==> config.mk <==
export PLATFORM = sky130hd
export DESIGN_NAME = lgtr_ctrl
export DESIGN_NICKNAME = d
export VERILOG_FILES = /design/src/rtl/lgtr_pkg.sv /design/src/rtl/lgtr_ctrl.sv
export VERILOG_INCLUDE_DIRS = /design/src /design/src/rtl
export SDC_FILE = /design/constraint.sdc
export NUM_CORES = 1
export LEC_CHECK = 0
export BUFFER_PORTS_ARGS = -buffer_cell sky130_fd_sc_hd__clkbuf_2
export CAP_MARGIN = 10
export CORE_AREA = 5 5 42 44
export CTS_CLUSTER_SIZE = 14
export DETAILED_ROUTE_END_ITERATION = 6
export DIE_AREA = 0 0 47 49
export PLACE_DENSITY_LB_ADDON = 0.3
export REMOVE_ABC_BUFFERS = 1
export SYNTH_ARGS = -nofsm -noshare
export SYNTH_HDL_FRONTEND = slang
export SYNTH_SLANG_ARGS = --single-unit
==> constraint.sdc <==
create_clock -name clk -period 3.77 [get_ports clk]
set_input_delay 0.754 -clock clk [delete_from_list [all_inputs] [get_ports clk]]
set_output_delay 0.754 -clock clk [all_outputs]
set_load 0.03 [all_outputs]
==> src/rtl/lda_gibbs_topic_resampler_assert.svh <==
// ---------------------------------------------------------------------------
// LDA Gibbs topic resampler assertion macros
// Clocked, reset-gated property shorthands used by the controller.
// ---------------------------------------------------------------------------
`ifndef LDA_GIBBS_TOPIC_RESAMPLER_ASSERT_SVH
`define LDA_GIBBS_TOPIC_RESAMPLER_ASSERT_SVH
// same-cycle implication
`define LGTR_ASSERT_NOW(lbl, ante, cons, msg) \
  lbl: assert property (@(posedge clk) disable iff (rst) (ante) |-> (cons)) else $error(msg);
// next-cycle implication
`define LGTR_ASSERT_NEXT(lbl, ante, cons, msg) \
  lbl: assert property (@(posedge clk) disable iff (rst) (ante) |=> (cons)) else $error(msg);
`endif

==> src/rtl/lgtr_pkg.sv <==
// ---------------------------------------------------------------------------
// LDA Gibbs topic resampler package
// Sizes, item types, codes and controller/datapath interface structs.
// ---------------------------------------------------------------------------
package lgtr_pkg;

  localparam int MAX_TOPICS  = 64;
  localparam int MAX_VOCAB   = 4096;
  localparam int MAX_DOCS    = 1024;
  localparam int COUNT_WIDTH = 16;
  localparam int TOTAL_WIDTH = COUNT_WIDTH + 8;
  localparam int TOPIC_W     = 6;
  localparam int DOC_W       = 10;
  localparam int WORD_W      = 12;
  localparam int KN_W        = 7;
  localparam int VN_W        = 13;
  localparam int WEIGHT_W    = 48;
  localparam int OPER_W      = COUNT_WIDTH + 13;
  localparam int PROD_W      = 2 * OPER_W;
  localparam int BV_W        = 16 + VN_W;
  localparam int DEN_W       = TOTAL_WIDTH + 13;
  localparam int DOC_AW      = DOC_W + TOPIC_W;
  localparam int WORD_AW     = WORD_W + TOPIC_W;
  localparam int DIV_CW      = 6;

  localparam logic [1:0] ST_OK    = 2'd0;
  localparam logic [1:0] ST_COUNT = 2'd1;
  localparam logic [1:0] ST_RANGE = 2'd2;

  localparam logic [1:0] REG_ALPHA = 2'd0;
  localparam logic [1:0] REG_BETA  = 2'd1;
  localparam logic [1:0] REG_TOPIC = 2'd2;
  localparam logic [1:0] REG_VOCAB = 2'd3;

  typedef struct packed {
    logic                opcode;
    logic [DOC_W-1:0]    doc_index;
    logic [WORD_W-1:0]   word_id;
    logic [TOPIC_W-1:0]  current_topic;
    logic [15:0]         random_fraction;
  } item_t;

  typedef struct packed {
    logic [TOPIC_W-1:0] new_topic;
    logic [1:0]         status;
  } result_t;

  typedef struct packed {
    logic [15:0]     alpha;
    logic [15:0]     beta;
    logic [KN_W-1:0] topics;
    logic [VN_W-1:0] vocab;
  } cfg_t;

  typedef enum logic [1:0] {SEL_CUR, SEL_K, SEL_PICK} sel_t;

  typedef enum logic [3:0] {
    S_CLEAR, S_IDLE, S_ORD, S_OUPD, S_KRD, S_KMUL, S_DSTART, S_DWAIT,
    S_ACC, S_TGT, S_SRD, S_SCMP, S_ARD, S_AUPD, S_EMIT
  } state_t;

  typedef struct packed {
    logic clr;
    logic latch;
    sel_t sel;
    logic upd;
    logic upd_add;
    logic mul;
    logic div_start;
    logic acc;
    logic tgt;
    logic pick_set;
    logic k_clear;
    logic k_inc;
  } cmd_t;

  typedef struct packed {
    logic range_err;
    logic op;
    logic k_last;
    logic div_done;
    logic hit;
    logic clr_last;
  } sts_t;

endpackage

==> src/rtl/lgtr_ctrl.sv <==
// ---------------------------------------------------------------------------
// LDA Gibbs controller
// Sequences clearing, count updates, the weight pass, the search and writeback.
// ---------------------------------------------------------------------------
module lgtr_ctrl import lgtr_pkg::*; (
  input  logic clk,
  input  logic rst,
  input  logic start,
  input  sts_t sts,
  output cmd_t cmd,
  output logic busy,
  output logic done
);

  `include "lda_gibbs_topic_resampler_assert.svh"

  state_t state, state_next;

  always_ff @(posedge clk) begin
    if (rst) state <= S_CLEAR;
    else state <= state_next;
  end

  always_comb begin
    state_next = state;
    cmd        = '0;
    cmd.sel    = SEL_CUR;
    unique case (state)
      S_CLEAR: begin
        cmd.clr = 1'b1;
        if (sts.clr_last) state_next = S_IDLE;
      end
      S_IDLE: begin
        if (start) begin
          cmd.latch  = 1'b1;
          state_next = sts.range_err ? S_EMIT : S_ORD;
        end
      end
      S_ORD: state_next = S_OUPD;
      S_OUPD: begin
        cmd.upd     = 1'b1;
        cmd.upd_add = !sts.op;
        cmd.k_clear = 1'b1;
        state_next  = sts.op ? S_KRD : S_EMIT;
      end
      S_KRD: begin
        cmd.sel    = SEL_K;
        state_next = S_KMUL;
      end
      S_KMUL: begin
        cmd.sel    = SEL_K;
        cmd.mul    = 1'b1;
        state_next = S_DSTART;
      end
      S_DSTART: begin
        cmd.div_start = 1'b1;
        state_next    = S_DWAIT;
      end
      S_DWAIT: if (sts.div_done) state_next = S_ACC;
      S_ACC: begin
        cmd.acc = 1'b1;
        if (sts.k_last) state_next = S_TGT;
        else begin
          cmd.k_inc  = 1'b1;
          state_next = S_KRD;
        end
      end
      S_TGT: begin
        cmd.tgt     = 1'b1;
        cmd.k_clear = 1'b1;
        state_next  = S_SRD;
      end
      S_SRD: state_next = S_SCMP;
      S_SCMP: begin
        if (sts.hit) begin
          cmd.pick_set = 1'b1;
          state_next   = S_ARD;
        end else if (sts.k_last) begin
          state_next = S_ARD;
        end else begin
          cmd.k_inc  = 1'b1;
          state_next = S_SRD;
        end
      end
      S_ARD: begin
        cmd.sel    = SEL_PICK;
        state_next = S_AUPD;
      end
      S_AUPD: begin
        cmd.sel     = SEL_PICK;
        cmd.upd     = 1'b1;
        cmd.upd_add = 1'b1;
        state_next  = S_EMIT;
      end
      S_EMIT: state_next = S_IDLE;
      default: state_next = S_IDLE;
    endcase
  end

  assign busy = state != S_IDLE;
  assign done = state == S_EMIT;

  `LGTR_ASSERT_NEXT(a_accept_busy, start && !busy, busy, "accepted item did not raise busy")
  `LGTR_ASSERT_NEXT(a_emit_idle, done, state == S_IDLE, "result not followed by idle")
  `LGTR_ASSERT_NOW(a_acc_div, state == S_ACC, sts.div_done, "accumulate without quotient")

endmodule
Word-level counts from Yosys, hierarchy flattened
Cells that the tools add are included.

storage, ports and cells
  register bits after elaboration = 4
  latch bits = 0
  RAM bits = 0
  bits in read-only memories = 0
  output and inout bits = 15
  word-level logic and storage cells = 49
  memories = 0

operators by class
  add/sub/neg operators = 0
  $mul = 0
  divide/modulo/power cells = 0
  order comparisons = 0
  equal/unequal tests = 18
  shifts and indexed selects = 0
  multiplexer cells = 24
  bitwise operators = 0
  reductions and logical operators = 6

operators by type and width
  kind                  count
  $pmux W4 S14          1
  $eq A4 B4 Y1 const B  7
  $mux W4               7
  $eq A4 B3 Y1 const B  4
  $mux W1               12
  $eq A4 B2 Y1 const B  2
  $pmux W2 S2           2
  $ne A2 B2 Y1 const B  3
  $reduce_or A2 Y1      3
  $eq A4 B1 Y1 const B  1
  $logic_not A4 Y1      1
  $ne A4 B1 Y1 const B  1
  $mux W3               1
  $reduce_and A3 Y1     1
  $pmux W1 S2           1
  $logic_not A1 Y1      1

Depth between registers and ports, before layout
  depth in word-level cells = 3
  gate-level depth with buffers = 5
  mapped depth without buffers = 4

Least setup slack after synthesis
Ideal clock, no wire load.

  path type = flip-flop to output port
  start point = register state[1]
  end point = output cmd[7] in the netlist's numbering
  data arrival time = 1.640 ns
  path slack = 1.376 ns
  stages on the path, launching flop included = 6
  path buffers = 2
  cells stage by stage = dfxtp_1 buf_2 buf_2 nor2_1 a31oi_1 nor2_1

RTL lines
  element                 RTL line         RTL
  from (decl)             lgtr_ctrl.sv:17  state_t state, state_next;
  from (signal assigned)  lgtr_ctrl.sv:21  else state <= state_next;
  to (decl)               lgtr_ctrl.sv:10  output cmd_t cmd,

==> impl_metrics.yaml <==
outcome:
  status: "completed"
setup_path:
  crit_slowest_cell: "dfxtp_1"
  endpoint_kind: "output pin"
  crit_required_ps: 3020
  cp.arrival_ps: 1730
  crit_fanout: 23
  crit_type: "flop to output pin"
  reg2reg_slack_ps: 2090
  cpLargestDelayFamily: "flip-flops"
  path_cells: "nand2_1, o21a_1, nor3_1, clkbuf_2"
  start_kind: "flop"
  cpPeakStageDelay_ps: 760
  critPathBufInv: 1
layout:
  antenna_cells: 0
  layout_commonest_cell: "clkbuf_2"
  drive_above_1_share: 0.293
  instances_no_fill: 108
  final_cell_mix: "23 x clkbuf_2, 15 x nor2_1, 6 x nand2_1"
  reg_top3: "state (4)"
  syn_to_final_growth_pct: 27.6
  fin_area_sq_um: 589
  n_fill_cell: 158
  largest_reg_flops: 4
  top_register: "state"
  nets: 103
cts:
  cts_setup_buffers: 0
  hold_buffers: 0
  cts_made_buffers: 3
  clock_latency_ps: 230
  cts_tree: "built"
  h-tree-depth: 1
  clockBufferDepth: 2
  clockRootBuffer: "clkbuf_4"
  post_cts_resized: 0
  clk_pin_slew_ps: 40
  cts_sinks: 4
power:
  total_leakage_power_nw: 0.244
  power_density_nw_per_um2: 311
  ir_drop_mv: 0.158
timing:
  setup_viol: 0
  finalWorstSetupSlack_ps: 1290
  tightest_slew_ps: 698
  hold_viol: 0
  tns_ps: 0
  hold_ws_ps: 730
  rsz0062_at_grt: "false"
  fin_crit_sh: 0.659
  skew_ps: 1.03
  fmax_mhz: 403
  min_period_ps: 2480
  relSlewSlack: 0.534
  slew_violations: 0
logic_synthesis:
  synth_warnings: 0
  syn_area_sq_um: 462
  seq_area_frac_synth: 0.173
  synth-seq-cells: 4
  syn_area_per_cell_sq_um: 6.41
  synth_cell_types: 28
  netlist_instances: 72
global_route:
  grt_pass1_vias: 488
  grt_max_degree: 24
  overflow: 0
  grt_pass1_wl_um: 2080
  met1_usage: 0.165
  met3_usage: 0.0148
  busiest_layer: "met2"
  antenna_found_initial: 0
  met2_usage: 0.176
  grt_usage: 0.119
detailed_routing:
  via_count: 601
  initialDrtViolationCount: 21
  drtPass1Iterations: 6
  postRouteAntennaNets: 0
  avgRoutedWirePerCell_um: 12.1
  drc: 0
  postRouteWirelength_um: 1310
  drt-vias-per-instance: 5.56
placement:
  placed_cell_area_sq_um: 567
  dp_cells: 105
  portBuffers: 23
  gp_congestion: 0.776
  dp_slack_ps: 1550
  hpwl_um: 961
floorplanning:
  die_w_um: 47
  core_sq_um: 1400
  initial_core_util: 0.329
  dieHeight_um: 49
  dieArea_sq_um: 2300
  ios: 24
  rows: 14
worst_hold_path:
  min_path_type: "input pin to flop"
job:
  drv_cap: 0
through the flow:
step,total power [mW],utilization
floorplan,0.108,-
global placement,0.130,0.404
detailed placement,0.131,0.404
CTS,0.186,0.421
global route,0.197,0.421
finish,0.183,0.421
layer usage:
layer / part of all wire / vias up
met4: 0.014 / 0
met3: 0.059 / 2
met1: 0.46 / 281
met5: 0 / -
li1: - / 303
met2: 0.47 / 15
logic make-up (layout without fill, tap and decap cells):
family	after synthesis	count (layout)	share of synthesized area
AO/OA/AOI/OAI	22	22	0.350
XOR/XNOR	1	1	0.0190
buffers and inverters	9	29	0.0894
flip-flops	4	4	0.173
AND/OR/NAND/NOR	36	36	0.369
cell type report:
class	instances	area, sq um	share of cell area
clock buffer	3	22.5	0.0382
inverter	3	11.3	0.0191
timing repair buffer	23	115	0.195
multi-input combinational	59	340	0.577
tap	16	20.0	0.0340
sequential	4	80.1	0.136
synth_stat cells:
library cell	count	area, sq um
o311ai_0	1	8.76
o21ai_2	1	8.76
or2_1	1	6.26
nor3_1	4	20.0
nand3_1	1	5.00
xnor2_1	1	8.76
a21oi_1	3	15.0
and3_1	1	6.26
dfxtp_1	4	80.1
o32a_1	2	20.0
nand2b_1	4	25.0
o211ai_1	1	7.51
o21a_1	2	15.0
nand2_1	6	22.5
nor2_1	15	56.3
and2_1	1	6.26
o21ai_0	3	15.0
buf_2	6	30.0
inv_1	3	11.3
or4_1	1	7.51
o211a_1	1	10.0
a311oi_1	1	8.76
nor4_1	1	6.26
a211oi_1	2	15.0
a31oi_1	3	18.8
or3b_1	1	8.76
a2111oi_0	1	8.76
a311o_1	1	10.0
worst reg2reg max path, delay by kind of cell, from the launching register on:
kind	cells	cell delay, ps
AOI/OAI and AO/OA	3	1040
DFF	1	520
power breakdown:
part           switching [mW]  leakage (nW)  internal [mW]
clock                  0.0171        0.0138         0.0356
sequential             0.0128        0.0326         0.0458
combinational          0.0440         0.197         0.0277
worst paths after layout:
| path | to | depth (start not counted) | from |
|---|---|---|---|
| max | cmd[0] | 4 | state[1] |
| min | state[0] | 2 | rst |
| max reg2reg | state[1] | 3 | state[1] |
| min reg2reg | state[3] | 3 | state[0] |
No activity file was read; power rests on OpenSTA's default activity.
